[config.mk]
export PLATFORM = sky130hd
export DESIGN_NAME = queued_mutex_with_waiter_fifo
export DESIGN_NICKNAME = d
export VERILOG_FILES = /design/src/rtl/core/qmx_pkg.sv /design/src/rtl/core/qmx_ram.sv /design/src/rtl/core/queued_mutex_with_waiter_fifo.sv
export VERILOG_INCLUDE_DIRS = /design/src /design/src/rtl/core
export SDC_FILE = /design/constraint.sdc
export NUM_CORES = 1
export LEC_CHECK = 0
export BUFFER_PORTS_ARGS = -buffer_cell sky130_fd_sc_hd__buf_2
export CORE_MARGIN = 2
export CORE_UTILIZATION = 60
export DETAILED_ROUTE_END_ITERATION = 8
export HOLD_SLACK_MARGIN = 0.05
export PLACE_DENSITY = 0.87
export SYNTH_ARGS = -nofsm -noshare
export SYNTH_HDL_FRONTEND = slang
export SYNTH_HIERARCHICAL = 1
export SYNTH_SLANG_ARGS = --single-unit
[constraint.sdc]
create_clock -name clk -period 5.45 [get_ports clk]
set_input_delay 0.545 -clock clk [delete_from_list [all_inputs] [get_ports clk]]
set_output_delay 0.545 -clock clk [all_outputs]
set_load 0.02 [all_outputs]
[src/rtl/core/queued_mutex_with_waiter_fifo_macros.svh]
// Assertion macros shared by the queued mutex RTL.
// Included by files that carry concurrent checks; depends on nothing.
`ifndef QUEUED_MUTEX_WITH_WAITER_FIFO_MACROS_SVH
`define QUEUED_MUTEX_WITH_WAITER_FIFO_MACROS_SVH

// A condition that must hold at every clock edge outside reset.
`define QMX_ASSERT_ALWAYS(label, clk_s, rstn_s, cond) \
    label: assert property (@(posedge clk_s) disable iff (!rstn_s) (cond)) \
        else $error("queued mutex: invariant violated");

// A consequence that must hold in the same cycle as its antecedent.
`define QMX_ASSERT_IMPLY(label, clk_s, rstn_s, ante, cons) \
    label: assert property (@(posedge clk_s) disable iff (!rstn_s) (ante) |-> (cons)) \
        else $error("queued mutex: same-cycle implication violated");

// A consequence that must hold in the cycle after its antecedent.
`define QMX_ASSERT_NEXT(label, clk_s, rstn_s, ante, cons) \
    label: assert property (@(posedge clk_s) disable iff (!rstn_s) (ante) |=> (cons)) \
        else $error("queued mutex: next-cycle implication violated");

`endif

[src/rtl/core/qmx_pkg.sv]
// Package for the queued mutex: opcodes, status codes, FSM states and defaults.
// Used by qmx_ram and the top level; depends on nothing.
`timescale 1ns / 1ps

package qmx_pkg;

    localparam int QUEUE_DEPTH_DEF = 16;
    localparam int ID_BITS_DEF     = 8;
    localparam int TICKET_W        = 32;
    localparam int APB_ADDR_W      = 3;
    localparam int APB_DATA_W      = 32;

    // Register index as seen in paddr[2].
    localparam logic [0:0] REG_START_LOCKED = 1'b0;

    typedef enum logic [1:0] {
        OP_LOCK     = 2'd0,
        OP_TRY_LOCK = 2'd1,
        OP_UNLOCK   = 2'd2,
        OP_CANCEL   = 2'd3
    } opcode_t;

    typedef enum logic [2:0] {
        ST_ACQUIRED   = 3'd0,
        ST_QUEUED     = 3'd1,
        ST_BUSY       = 3'd2,
        ST_FREED      = 3'd3,
        ST_HANDED     = 3'd4,
        ST_WITHDRAWN  = 3'd5,
        ST_FULL       = 3'd6,
        ST_BAD_TICKET = 3'd7
    } status_t;

    typedef enum logic [2:0] {
        FSM_IDLE,
        FSM_CANCEL,
        FSM_POP,
        FSM_READ,
        FSM_EMIT
    } fsm_state_t;

endpackage

[src/rtl/core/qmx_ram.sv]
// Generic single-port-write, single-port-read RAM with a registered read.
// Depends on qmx_pkg only for the default sizes.
`timescale 1ns / 1ps

module qmx_ram
    import qmx_pkg::*;
#(
    parameter int WIDTH = ID_BITS_DEF,
    parameter int DEPTH = QUEUE_DEPTH_DEF
)
(
    input  logic                     clk,
    input  logic                     we,
    input  logic [$clog2(DEPTH)-1:0] waddr,
    input  logic [WIDTH-1:0]         wdata,
    input  logic [$clog2(DEPTH)-1:0] raddr,
    output logic [WIDTH-1:0]         rdata
);

    logic [WIDTH-1:0] mem [DEPTH];

    always_ff @(posedge clk)
    begin
        if (we)
        begin
            mem[waddr] <= wdata;
        end
        rdata <= mem[raddr];
    end

endmodule

[src/rtl/core/queued_mutex_with_waiter_fifo.sv]
// Top level of the queued mutex with a FIFO of waiting requesters.
// Depends on qmx_pkg, qmx_ram and queued_mutex_with_waiter_fifo_macros.svh.
`timescale 1ns / 1ps
`include "queued_mutex_with_waiter_fifo_macros.svh"

// Usage
// Each request word on the s_ stream carries an opcode (lock, try-lock, unlock,
// cancel), a requester id and a ticket that only cancel reads. Every request
// produces exactly one result word on the m_ stream: a status, the ticket
// issued to a queued lock, and the id of the waiter that received the lock on
// a handover, flagged by m_tuser.
// The block works on one request at a time. A lock or try-lock goes from idle
// to the emit state, which loads its result into the output register; a cancel
// that withdraws a waiter or reports a bad ticket passes the cancel state first.
// An unlock with waiters pops entries one at a time until it finds a live waiter,
// whose id is read from the RAM in the read state before the handover, or until
// the queue is empty, which frees the mutex. A cancel of an already granted
// ticket passes the cancel state and then acts as an unlock. The next request
// is accepted in the cycle after the result is loaded.
// Results sit in an output register, so a new request is accepted while the
// last result still waits; if the receiver stalls, the next result waits in
// the block and no further request is accepted until it has moved out.
// After reset the mutex is free, the queue is empty and the next ticket is 1.
// Writing start_locked over APB while the queue is empty also sets the mutex to the written value.

module queued_mutex_with_waiter_fifo
    import qmx_pkg::*;
#(
    parameter int QUEUE_DEPTH = QUEUE_DEPTH_DEF,
    parameter int ID_BITS     = ID_BITS_DEF
)
(
    input  logic                  clk,
    input  logic                  rst_n,

    // Request stream.
    input  logic                  s_tvalid,
    output logic                  s_tready,
    // [1:0] opcode, [9:2] requester_id, [41:10] cancel_ticket, [47:42] zero
    input  logic [47:0]           s_tdata,

    // Result stream.
    output logic                  m_tvalid,
    input  logic                  m_tready,
    // [2:0] status, [34:3] issued_ticket, [42:35] woken_id, [47:43] zero
    output logic [47:0]           m_tdata,
    // [0] woken_valid
    output logic                  m_tuser,

    // Configuration port.
    input  logic                  psel,
    input  logic                  penable,
    input  logic                  pwrite,
    input  logic [APB_ADDR_W-1:0] paddr,
    input  logic [APB_DATA_W-1:0] pwdata,
    output logic [APB_DATA_W-1:0] prdata,
    output logic                  pready
);

    localparam int IDX_W = $clog2(QUEUE_DEPTH);
    localparam int CNT_W = $clog2(QUEUE_DEPTH + 1);

    // Adds an offset to a queue slot and wraps around the queue depth.
    function automatic logic [IDX_W-1:0] slot_after(input logic [IDX_W-1:0] base,
                                                   input logic [IDX_W-1:0] offset);
        logic [IDX_W:0] sum;
        sum = {1'b0, base} + {1'b0, offset};
        if (sum >= (IDX_W + 1)'(QUEUE_DEPTH))
        begin
            sum = sum - (IDX_W + 1)'(QUEUE_DEPTH);
        end
        return sum[IDX_W-1:0];
    endfunction

    // Control state.
    fsm_state_t              state_reg, state_next;
    logic                    held_reg, held_next;
    logic                    start_locked_reg, start_locked_next;
    logic [IDX_W-1:0]        head_reg, head_next;
    logic [CNT_W-1:0]        count_reg, count_next;
    logic [TICKET_W-1:0]     released_reg, released_next;
    logic [TICKET_W-1:0]     ticket_reg, ticket_next;
    logic [QUEUE_DEPTH-1:0]  live_reg, live_next;
    logic                    m_tvalid_reg, m_tvalid_next;

    // Payload registers.
    logic [TICKET_W-1:0]     diff_reg, diff_next;
    status_t                 res_status_reg, res_status_next;
    logic [TICKET_W-1:0]     res_issued_reg, res_issued_next;
    logic [ID_BITS-1:0]      res_woken_reg, res_woken_next;
    status_t                 out_status_reg, out_status_next;
    logic [TICKET_W-1:0]     out_issued_reg, out_issued_next;
    logic [7:0]              out_woken_reg, out_woken_next;
    logic                    out_wvalid_reg, out_wvalid_next;

    // Request fields.
    opcode_t                 in_op;
    logic [ID_BITS-1:0]      in_rid;
    logic [TICKET_W-1:0]     in_ticket;
    logic                    s_fire;

    // Shared decisions.
    logic                    count_zero;
    logic                    count_one;
    logic                    queue_full;
    logic [IDX_W-1:0]        tail_slot;
    logic                    cancel_granted;
    logic [TICKET_W-1:0]     cancel_place;
    logic                    cancel_beyond;
    logic [IDX_W-1:0]        cancel_slot;
    logic [IDX_W-1:0]        live_addr;
    logic                    live_sel;
    logic                    pop_live;
    logic                    out_free;
    logic                    cfg_write;

    // Waiter id memory.
    logic                    ram_we;
    logic [IDX_W-1:0]        ram_waddr;
    logic [ID_BITS-1:0]      ram_wdata;
    logic [IDX_W-1:0]        ram_raddr;
    logic [ID_BITS-1:0]      ram_rdata;

    assign in_op     = opcode_t'(s_tdata[1:0]);
    assign in_rid    = ID_BITS'(s_tdata[9:2]);
    assign in_ticket = s_tdata[41:10];

    // Only one request is in flight; the FSM takes a new one when it is back in idle.
    assign s_tready = (state_reg == FSM_IDLE);
    assign s_fire   = s_tvalid && s_tready;

    assign count_zero = (count_reg == '0);
    assign count_one  = (count_reg == CNT_W'(1));
    assign queue_full = (count_reg == CNT_W'(QUEUE_DEPTH));
    assign tail_slot  = slot_after(head_reg, count_reg[IDX_W-1:0]);

    // A ticket at or behind the released count has already been granted.
    assign cancel_granted = (diff_reg == '0) || diff_reg[TICKET_W-1];
    assign cancel_place   = diff_reg - TICKET_W'(1);
    assign cancel_beyond  = (cancel_place >= TICKET_W'(count_reg));
    assign cancel_slot    = slot_after(head_reg, cancel_place[IDX_W-1:0]);

    // One read of the live bits per cycle: the head while popping, else the cancel slot.
    assign live_addr = (state_reg == FSM_POP) ? head_reg : cancel_slot;
    assign live_sel  = live_reg[live_addr];
    assign pop_live  = (state_reg == FSM_POP) && live_sel;

    assign out_free  = !m_tvalid_reg || m_tready;
    assign cfg_write = psel && penable && pwrite && (paddr[2:2] == REG_START_LOCKED);

    // Id write at enqueue, id read at the head while popping. A slot is never
    // written while a pop is in progress, so no forwarding is needed.
    assign ram_waddr = tail_slot;
    assign ram_wdata = in_rid;
    assign ram_raddr = head_reg;

    qmx_ram #(
        .WIDTH (ID_BITS),
        .DEPTH (QUEUE_DEPTH)
    ) u_waiter_ids (
        .clk   (clk),
        .we    (ram_we),
        .waddr (ram_waddr),
        .wdata (ram_wdata),
        .raddr (ram_raddr),
        .rdata (ram_rdata)
    );

    // Next-state logic.
    always_comb
    begin
        state_next = state_reg;
        unique case (state_reg)
            FSM_IDLE:
            begin
                if (s_fire)
                begin
                    unique case (in_op)
                        OP_LOCK:     state_next = FSM_EMIT;
                        OP_TRY_LOCK: state_next = FSM_EMIT;
                        OP_UNLOCK:   state_next = count_zero ? FSM_EMIT : FSM_POP;
                        OP_CANCEL:   state_next = FSM_CANCEL;
                        default:     state_next = FSM_IDLE;
                    endcase
                end
            end
            FSM_CANCEL:
            begin
                if (cancel_granted && !count_zero)
                begin
                    state_next = FSM_POP;
                end
                else
                begin
                    state_next = FSM_EMIT;
                end
            end
            FSM_POP:
            begin
                priority if (live_sel)
                begin
                    state_next = FSM_READ;
                end
                else if (count_one)
                begin
                    state_next = FSM_EMIT;
                end
                else
                begin
                    state_next = FSM_POP;
                end
            end
            FSM_READ:
            begin
                state_next = FSM_EMIT;
            end
            FSM_EMIT:
            begin
                if (out_free)
                begin
                    state_next = FSM_IDLE;
                end
            end
            default:
            begin
                state_next = FSM_IDLE;
            end
        endcase
    end

    // Datapath and memory control for each state.
    always_comb
    begin
        held_next         = held_reg;
        start_locked_next = start_locked_reg;
        head_next         = head_reg;
        count_next        = count_reg;
        released_next     = released_reg;
        ticket_next       = ticket_reg;
        live_next         = live_reg;
        diff_next         = diff_reg;
        res_status_next   = res_status_reg;
        res_issued_next   = res_issued_reg;
        res_woken_next    = res_woken_reg;
        ram_we            = 1'b0;

        // Configuration must only arrive while the block is idle; the block does not
        // enforce this. The mutex follows the register only while nobody waits.
        if (cfg_write)
        begin
            start_locked_next = pwdata[0];
            if (count_zero)
            begin
                held_next = pwdata[0];
            end
        end

        unique case (state_reg)
            FSM_IDLE:
            begin
                if (s_fire)
                begin
                    res_issued_next = '0;
                    res_woken_next  = '0;
                    unique case (in_op)
                        OP_LOCK:
                        begin
                            priority if (!held_reg)
                            begin
                                held_next       = 1'b1;
                                res_status_next = ST_ACQUIRED;
                            end
                            else if (queue_full)
                            begin
                                res_status_next = ST_FULL;
                            end
                            else
                            begin
                                ram_we               = 1'b1;
                                live_next[tail_slot] = 1'b1;
                                count_next           = count_reg + CNT_W'(1);
                                res_issued_next      = ticket_reg;
                                ticket_next          = ticket_reg + TICKET_W'(1);
                                res_status_next      = ST_QUEUED;
                            end
                        end
                        OP_TRY_LOCK:
                        begin
                            if (!held_reg)
                            begin
                                held_next       = 1'b1;
                                res_status_next = ST_ACQUIRED;
                            end
                            else
                            begin
                                res_status_next = ST_BUSY;
                            end
                        end
                        OP_UNLOCK:
                        begin
                            if (count_zero)
                            begin
                                held_next       = 1'b0;
                                res_status_next = ST_FREED;
                            end
                        end
                        OP_CANCEL:
                        begin
                            diff_next = in_ticket - released_reg;
                        end
                        default:
                        begin
                            res_status_next = res_status_reg;
                        end
                    endcase
                end
            end
            FSM_CANCEL:
            begin
                priority if (cancel_granted)
                begin
                    // Behaves as an unlock; with waiters the pop loop takes over.
                    if (count_zero)
                    begin
                        held_next       = 1'b0;
                        res_status_next = ST_FREED;
                    end
                end
                else if (cancel_beyond || !live_sel)
                begin
                    res_status_next = ST_BAD_TICKET;
                end
                else
                begin
                    live_next[cancel_slot] = 1'b0;
                    res_status_next        = ST_WITHDRAWN;
                end
            end
            FSM_POP:
            begin
                live_next[head_reg] = 1'b0;
                head_next           = slot_after(head_reg, IDX_W'(1));
                count_next          = count_reg - CNT_W'(1);
                released_next       = released_reg + TICKET_W'(1);
                priority if (live_sel)
                begin
                    held_next = 1'b1;
                end
                else if (count_one)
                begin
                    held_next       = 1'b0;
                    res_status_next = ST_FREED;
                end
                else
                begin
                    held_next = held_reg;
                end
            end
            FSM_READ:
            begin
                res_woken_next  = ram_rdata;
                res_status_next = ST_HANDED;
            end
            FSM_EMIT:
            begin
                res_status_next = res_status_reg;
            end
            default:
            begin
                res_status_next = res_status_reg;
            end
        endcase
    end

    // Output register: loads the pending result when the slot is free.
    always_comb
    begin
        m_tvalid_next   = m_tvalid_reg && !m_tready;
        out_status_next = out_status_reg;
        out_issued_next = out_issued_reg;
        out_woken_next  = out_woken_reg;
        out_wvalid_next = out_wvalid_reg;
        if ((state_reg == FSM_EMIT) && out_free)
        begin
            m_tvalid_next   = 1'b1;
            out_status_next = res_status_reg;
            out_issued_next = res_issued_reg;
            out_wvalid_next = (res_status_reg == ST_HANDED);
            out_woken_next  = (res_status_reg == ST_HANDED) ? 8'(res_woken_reg) : 8'd0;
        end
    end

    always_ff @(posedge clk or negedge rst_n)
    begin
        if (!rst_n)
        begin
            state_reg        <= FSM_IDLE;
            held_reg         <= 1'b0;
            start_locked_reg <= 1'b0;
            head_reg         <= '0;
            count_reg        <= '0;
            released_reg     <= '0;
            ticket_reg       <= TICKET_W'(1);
            live_reg         <= '0;
            m_tvalid_reg     <= 1'b0;
        end
        else
        begin
            state_reg        <= state_next;
            held_reg         <= held_next;
            start_locked_reg <= start_locked_next;
            head_reg         <= head_next;
            count_reg        <= count_next;
            released_reg     <= released_next;
            ticket_reg       <= ticket_next;
            live_reg         <= live_next;
            m_tvalid_reg     <= m_tvalid_next;
        end
    end

    always_ff @(posedge clk)
    begin
        diff_reg       <= diff_next;
        res_status_reg <= res_status_next;
        res_issued_reg <= res_issued_next;
        res_woken_reg  <= res_woken_next;
        out_status_reg <= out_status_next;
        out_issued_reg <= out_issued_next;
        out_woken_reg  <= out_woken_next;
        out_wvalid_reg <= out_wvalid_next;
    end

    assign m_tvalid = m_tvalid_reg;
    assign m_tdata  = {5'd0, out_woken_reg, out_issued_reg, out_status_reg};
    assign m_tuser  = out_wvalid_reg;

    assign pready = 1'b1;
    assign prdata = (paddr[2:2] == REG_START_LOCKED) ? APB_DATA_W'(start_locked_reg) : '0;

    // The waiter count never exceeds the queue depth.
    `QMX_ASSERT_ALWAYS(a_count_bound, clk, rst_n, count_reg <= CNT_W'(QUEUE_DEPTH))
    // Anyone waiting means somebody holds the mutex.
    `QMX_ASSERT_IMPLY(a_wait_held, clk, rst_n, (state_reg == FSM_IDLE) && !count_zero, held_reg)
    // The pop loop only runs over a non-empty queue.
    `QMX_ASSERT_IMPLY(a_pop_nonempty, clk, rst_n, state_reg == FSM_POP, !count_zero)
    // Finding a live waiter at the head leads to the id read and a handover.
    `QMX_ASSERT_NEXT(a_pop_handover, clk, rst_n, pop_live, (state_reg == FSM_READ) && held_reg)

endmodule
== Yosys cells after proc, flatten, opt, wreduce, memory -nomap -nowiden ==
Memory sizes are Yosys's and may differ from the RTL's. A register that Yosys moved wholly into a read port is not among the register bits.
Cells that the tools add are included.

* Logic and storage cells: 170
* Register bits: 214
* Memories kept: 1
* Output and inout port bits: 84
* Input bits: 90
* Bits in writable memories: 128

{| class="wikitable"
|+ Memories
! memory !! depth !! bits a word !! rd ports !! clocked after Yosys merged registers in !! wr ports !! RTL line !! text
|-
| u_waiter_ids.mem || 16 || 8 || 1 || 1 || 1 || qmx_ram.sv:20 || <nowiki>logic [WIDTH-1:0] mem [DEPTH];</nowiki>
|}

* Mux-type cells: 64
* Equality and inequality tests: 21
* $add $sub $neg: 12
* Bitwise logic cells: 9
* Reduce and logical (&&, ||, !) cells: 35
* Magnitude comparators: 11

{| class="wikitable"
|+ Operators by type and width
! operator !! count
|-
| $mux 16 || 6
|-
| $add 32x1->32 const B || 2
|-
| $pmux 16 s3 || 1
|-
| $mux 3 || 13
|-
| $and 16x16->16 || 2
|-
| $ge 32x5->1 || 1
|-
| $logic_not 32->1 || 1
|-
| $not 16->16 || 2
|-
| $sub 32x1->32 const B || 1
|-
| $sub 32x32->32 || 1
|-
| $mux 1 || 21
|-
| $lt 4x5->1 const B || 4
|-
| $mux 5 || 4
|-
| $pmux 3 s3 || 2
|-
| $mux 4 || 4
|-
| $or 16x16->16 || 1
|-
| $pmux 8 s2 || 1
|-
| $ge 5x5->1 const B || 3
|-
| $pmux 3 s5 || 1
|-
| $reduce_and 5->1 || 3
|-
| $demux 1 s4 || 3
|-
| $ge 4x1->1 const B || 3
|-
| $ne 2x2->1 const B || 6
|-
| $pmux 3 s4 || 1
|-
| 36 further kinds || 65
|}

== Longest topological paths before layout ==
* Depth in word-level cells: 13
* Gate-level depth with buffers: 15
* Gate-level depth less buffers: 12

== Modules after synthesis ==
The synthesis kept the hierarchy.

{| class="wikitable"
|+ By module, submodules not included
! module !! cells each !! seq. area each (um^2) !! instances !! area an instance (um^2)
|-
| queued_mutex_with_waiter_fifo || 1,103 || 5,952.0 || 1 || 11,756.3
|-
| qmx_ram || 229 || 4,003.8 || 1 || 5,147.4
|}

== Worst setup path after synthesis ==
Ideal clock, no wire load.

* Path type: reg2reg
* Start point: reg state_reg[0]
* End point: reg diff_reg[0] (enable)
* Stages on the path, launching flop included: 6
* Path slack: 1,921 ps
* Period minus slack after synthesis: 3,529 ps
* Data required time: 5,058 ps
* Buffers on the path: 1
* Setup time: 392 ps
* Arrival: 3,137 ps
* Cell sequence: dfrtp_1 -> clkbuf_1 -> nor3_1 -> nand2_1 -> inv_1 -> and2_1

* Cells in the longest elaborated chain, start to end: 3

{| class="wikitable"
|+ Ends and longest elaborated chain
! item !! RTL line !! text
|-
| start: declaration || queued_mutex_with_waiter_fifo.sv:76 || <nowiki>fsm_state_t state_reg, state_next;</nowiki>
|-
| start signal: assignment || queued_mutex_with_waiter_fifo.sv:409 || <nowiki>state_reg <= state_next;</nowiki>
|-
| $logic_not 3->1 (*) || queued_mutex_with_waiter_fifo.sv:129 || <nowiki>assign s_tready = (state_reg == FSM_IDLE);</nowiki>
|-
| named net s_tready || queued_mutex_with_waiter_fifo.sv:38 || <nowiki>output logic s_tready,</nowiki>
|-
| $logic_and 1x1->1 || queued_mutex_with_waiter_fifo.sv:130 || <nowiki>assign s_fire = s_tvalid && s_tready;</nowiki>
|-
| $reduce_and 3->1 (no line) (*) || n/a ||
|-
| end signal: assignment || queued_mutex_with_waiter_fifo.sv:423 || <nowiki>diff_reg <= diff_next;</nowiki>
|-
| end: declaration || queued_mutex_with_waiter_fifo.sv:87 || <nowiki>logic [TICKET_W-1:0] diff_reg, diff_next;</nowiki>
|}

The timed path passes the listed nets; every way through them passes the cells marked *.
A chain may end at the register's enable or synchronous reset.

== Final worst setup path ==
* Start point: reg diff_reg[0]
* End point: reg live_reg[15]

* Cells in the longest elaborated chain, start to end: 13
* Elaborated cells on any way between the ends: 26
* Classes of those cells: add/sub (3); order compare (4); eq/ne (2); mux (9); bitwise (2); reduce/logical (6)

{| class="wikitable"
|+ Ends and longest elaborated chain
! item !! RTL line !! text
|-
| $sub 32x1->32 || queued_mutex_with_waiter_fifo.sv:139 || <nowiki>assign cancel_place = diff_reg - TICKET_W'(1);</nowiki>
|-
| $add 4x4->5 || queued_mutex_with_waiter_fifo.sv:67 || <nowiki>sum = {1'b0, base} + {1'b0, offset};</nowiki>
|-
| $sub 4x1->4 or $ge 5x5->1 (tied branches) || queued_mutex_with_waiter_fifo.sv:70, queued_mutex_with_waiter_fifo.sv:68 ||
|-
| $mux 4 || queued_mutex_with_waiter_fifo.sv:68 || <nowiki>if (sum >= (IDX_W + 1)'(QUEUE_DEPTH))</nowiki>
|-
| $lt 4x5->1 (not written as such) or $ge 4x1->1 (tied branches) || queued_mutex_with_waiter_fifo.sv:335 || <nowiki>live_next[cancel_slot] = 1'b0;</nowiki>
|-
| $logic_and 1x1->1 (not written as such) || queued_mutex_with_waiter_fifo.sv:335 ||
|-
| $mux 1 (not written as such) || queued_mutex_with_waiter_fifo.sv:335 ||
|-
| $demux 1 s4 || queued_mutex_with_waiter_fifo.sv:335 ||
|-
| $not 16->16 (no line) || n/a ||
|-
| $and 16x16->16 (no line) || n/a ||
|-
| $mux 16 || queued_mutex_with_waiter_fifo.sv:329 || <nowiki>else if (cancel_beyond || !live_sel)</nowiki>
|-
| $mux 16 || queued_mutex_with_waiter_fifo.sv:320 || <nowiki>priority if (cancel_granted)</nowiki>
|-
| $pmux 16 s3 || queued_mutex_with_waiter_fifo.sv:258 || <nowiki>unique case (state_reg)</nowiki>
|-
| end signal: assignment || queued_mutex_with_waiter_fifo.sv:416 || <nowiki>live_reg <= live_next;</nowiki>
|-
| end: declaration || queued_mutex_with_waiter_fifo.sv:83 || <nowiki>logic [QUEUE_DEPTH-1:0] live_reg, live_next;</nowiki>
|}

Several ways; a longest one is shown, not always the timed one. The select of a mux whose other input is x is not followed.

==> impl_metrics.py <==
metrics = {
    "run_status": {
        "run_status": "finished, final reports clean",
    },
    "synthesis": {
        "synthCells": 1332,
        "avgSynthCellArea_um2": 12.69,
        "synth_edf_count": 247,
        "synth_compound_area_share_pct": 7.483,
        "synth.largest_area_cell": "edfxtp_1",
        "async_flop_share_pct": 27.14,
        "synth_top_family_by_area": "simple AND/OR/NAND/NOR gates",
        "netlist_area_um2": 16900,
        "synth_ff_type": "edfxtp_1",
        "ys_types": 76,
        "yosys_warnings": 6,
        "netlist.area_leader.share_pct": 43.88,
        "synth-simple-area-share_pct": 13.12,
        "synth_xor_area_share_pct": 5.625,
        "ys_seq_area_share_pct": 58.90,
        "synth.area.mux_share_pct": 5.936,
        "synthAdderAreaFrac_pct": 4.648,
        "synth_area_leaders": "edfxtp_1 44%, dfrtp_1 14%, xnor2_1 4.6%",
        "ys_ff_latch": 350,
    },
    "sta": {
        "fin_crit_ns": 4.041,
        "worstMarginPinSlew_ns": 0.9384,
        "grt_setup_unrepaired": "no",
        "finalMaxSlewViolations": 0,
        "hold_ws_ns": 0.1193,
        "setup_violations": 0,
        "fin_ws_ns": 1.409,
        "final_hold_viol_count": 0,
        "max_clock_freq_mhz": 247.4,
        "fin_crit_sh_pct": 74.15,
        "final.setup_skew_ns": 0.02365,
        "finalSetupTns_ns": 0,
        "slew_headroom_pct": 37.21,
    },
    "cells_and_area": {
        "nFillCells": 1943,
        "final_cell_mix": "247 x edfxtp_1, 96 x nand2_1, 96 x buf_2",
        "final_common_cell": "edfxtp_1",
        "largest_reg_flops": 128,
        "drive_above_1_share_pct": 13.96,
        "multiInputGateArea_um2": 6369,
        "area_growth_pct": 11.07,
        "regArea_um2": 9957,
        "final_area_um2": 18770,
        "final_cells": 1846,
        "final_util_pct": 67.58,
        "top_register": "u_waiter_ids/mem",
        "nets": 1591,
        "diodes": 0,
    },
    "placement": {
        "preCtsSetupSlack_ns": 1.485,
        "place.gp.congestion": 0.9378,
        "place_area_um2": 17620,
        "dp.cells": 1780,
        "io_buffer_count": 97,
        "dp_hpwl_um": 23070,
    },
    "routing": {
        "viasPerCell": 5.913,
        "dr_total_vias": 10920,
        "drt_iter0_markers": 861,
        "drc": 0,
        "routed_wl_um": 34600,
        "detail_route.wl_per_cell_um": 18.74,
        "met2_length_um": 17120,
        "wl_met3_um": 2579,
        "postRouteAntennaNets": 0,
        "first_pass_iters": 5,
        "wl_met1_um": 14030,
        "highest_layer": "met4",
    },
    "critical_path": {
        "cp.required_ns": 5.81,
        "cp_common_cell": "ha_1",
        "worst_setup_path_start_kind": "flip-flop",
        "worstSetupPathType": "flip-flop to flip-flop",
        "max_stage_delay_ns": 0.66,
        "crit_chain": "inv_1, ha_1, xor2_1, ha_1, a21oi_1, xnor3_1, o21ai_0, mux2i_2, and3_1, o22ai_1",
        "path_max_fanout": 14,
        "crit_buf_inv": 1,
        "crit_path_end_kind": "flip-flop",
        "arrival_ns": 4.40,
        "critPathTopFamily": "XOR/XNOR gates",
        "crit_path_top_delay_cell": "and3_1",
    },
    "clocking": {
        "cts_hold_buf": 0,
        "numCtsBuffers": 36,
        "clock-sinks": 350,
        "cts_setup_buffers": 0,
        "insertion_delay_ns": 0.54,
        "cts_buffer_depth": 3,
        "cts_tree": "yes",
        "cts_root_buffer": "clkbuf_16",
        "cts_max_level": 2,
        "clk_pin_slew_worst_paths_ns": 0.05,
        "cts_resized": 0,
    },
    "power": {
        "p_int_mw": 5.746,
        "comb_power_share_pct": 32.4,
        "p_clk_share_pct": 27.0,
        "p_per_area_nw_per_um2": 473.3,
        "p_seq_share_pct": 40.6,
        "sw_frac_of_total_pct": 35.33,
        "cellLeakagePower_nw": 7.195,
        "ir_drop_mv": 0.4099,
        "power.total_mw": 8.886,
        "p_sw_mw": 3.139,
    },
    "grt": {
        "grt_remaining_overflow": 0,
        "grt_max_degree": 68,
        "antenna_found_initial": 0,
        "grt_pass1_wl_um": 55020,
        "grt_usage_pct": 23.86,
        "grt_pass1_vias": 10740,
    },
    "flow_run": {
        "cap_viol_max_count": 0,
    },
    "hold_path": {
        "hold_path.class": "input port to async pin",
    },
    "die": {
        "fp.dieH_um": 171.8,
        "die_w_um": 171.8,
        "rows": 61,
        "die_area_um2": 29530,
        "floorplan.initialDensity_pct": 60.84,
        "coreArea_um2": 27780,
        "ioPinCount": 174,
    },
}
[kinds of logic (layout without fill, tap and decap cells)]
kind of cell,count (synthesis),count (layout)
AOI/OAI and AO/OA,196,196
DFF,350,350
and+or+nand+nor,426,426
muxes,53,53
xor gates and xnor gates,107,107
other,2,37
adders and majority gates,61,61
buffers and inverters,137,238
[layer usage]
layer	up-vias	track usage, %
met5	-	0
met2	532	40.16
met3	78	3.590
met4	0	8.440
met1	5254	31.86
li1	5052	-
[synth_stat cells, types with 4 or more instances]
cell and instances:
a211oi_1 8, a21o_1 11, a21oi_1 46, a22oi_1 19, a31oi_1 10, and2_1 49
and3_1 27, and4_1 5, buf_2 6, buf_4 39, buf_6 4, clkbuf_1 22
dfrtp_1 94, dfxtp_1 8, edfxtp_1 247, ha_1 58, inv_1 61, mux2i_1 16
mux4_1 14, mux4_2 18, nand2_1 96, nand2b_1 12, nand3_1 42, nand3b_1 4
nand4_1 20, nor2_1 80, nor2b_1 10, nor3_1 44, nor3b_1 4, nor4_1 9
o21a_1 10, o21ai_0 38, o21bai_1 4, o22ai_1 12, o31ai_1 9, or3_1 5
xnor2_1 89, xor2_1 17
[cell type report]
type,count,area share [%]
clock buffer,38,4.838
timing repair buffer,111,3.159
sequential,350,53.04
tap,378,2.519
clock inverter,28,1.306
multi-input combinational,880,33.92
inverter,61,1.220
[worst paths after layout]
path                                endpoint         startpoint  slack [ns]  cells after the start
hold / removal              released_reg[20]              rst_n        0.12                      1
setup reg to reg                live_reg[15]        diff_reg[0]        1.41                     10
min in group clk            start_locked_reg          pwdata[0]        0.30                      2
max in group asynchronous        head_reg[0]              rst_n        4.37                      2
hold reg to reg            out_issued_reg[0]  res_issued_reg[0]        0.41                      0
setup / recovery                live_reg[15]        diff_reg[0]        1.41                     10
[power by group through the flow]
stage | combinational, mW | clock [mW] | sequential (mW)
final | 2.88 | 2.40 | 3.61
after global routing | 3.11 | 2.53 | 3.65
after CTS | 2.83 | 2.43 | 3.60
after detailed placement | 2.80 | 0 | 3.65
after global placement | 2.74 | 0 | 3.63
after floorplan | 2.02 | 0 | 3.64
(Power assumes the default switching activity.)
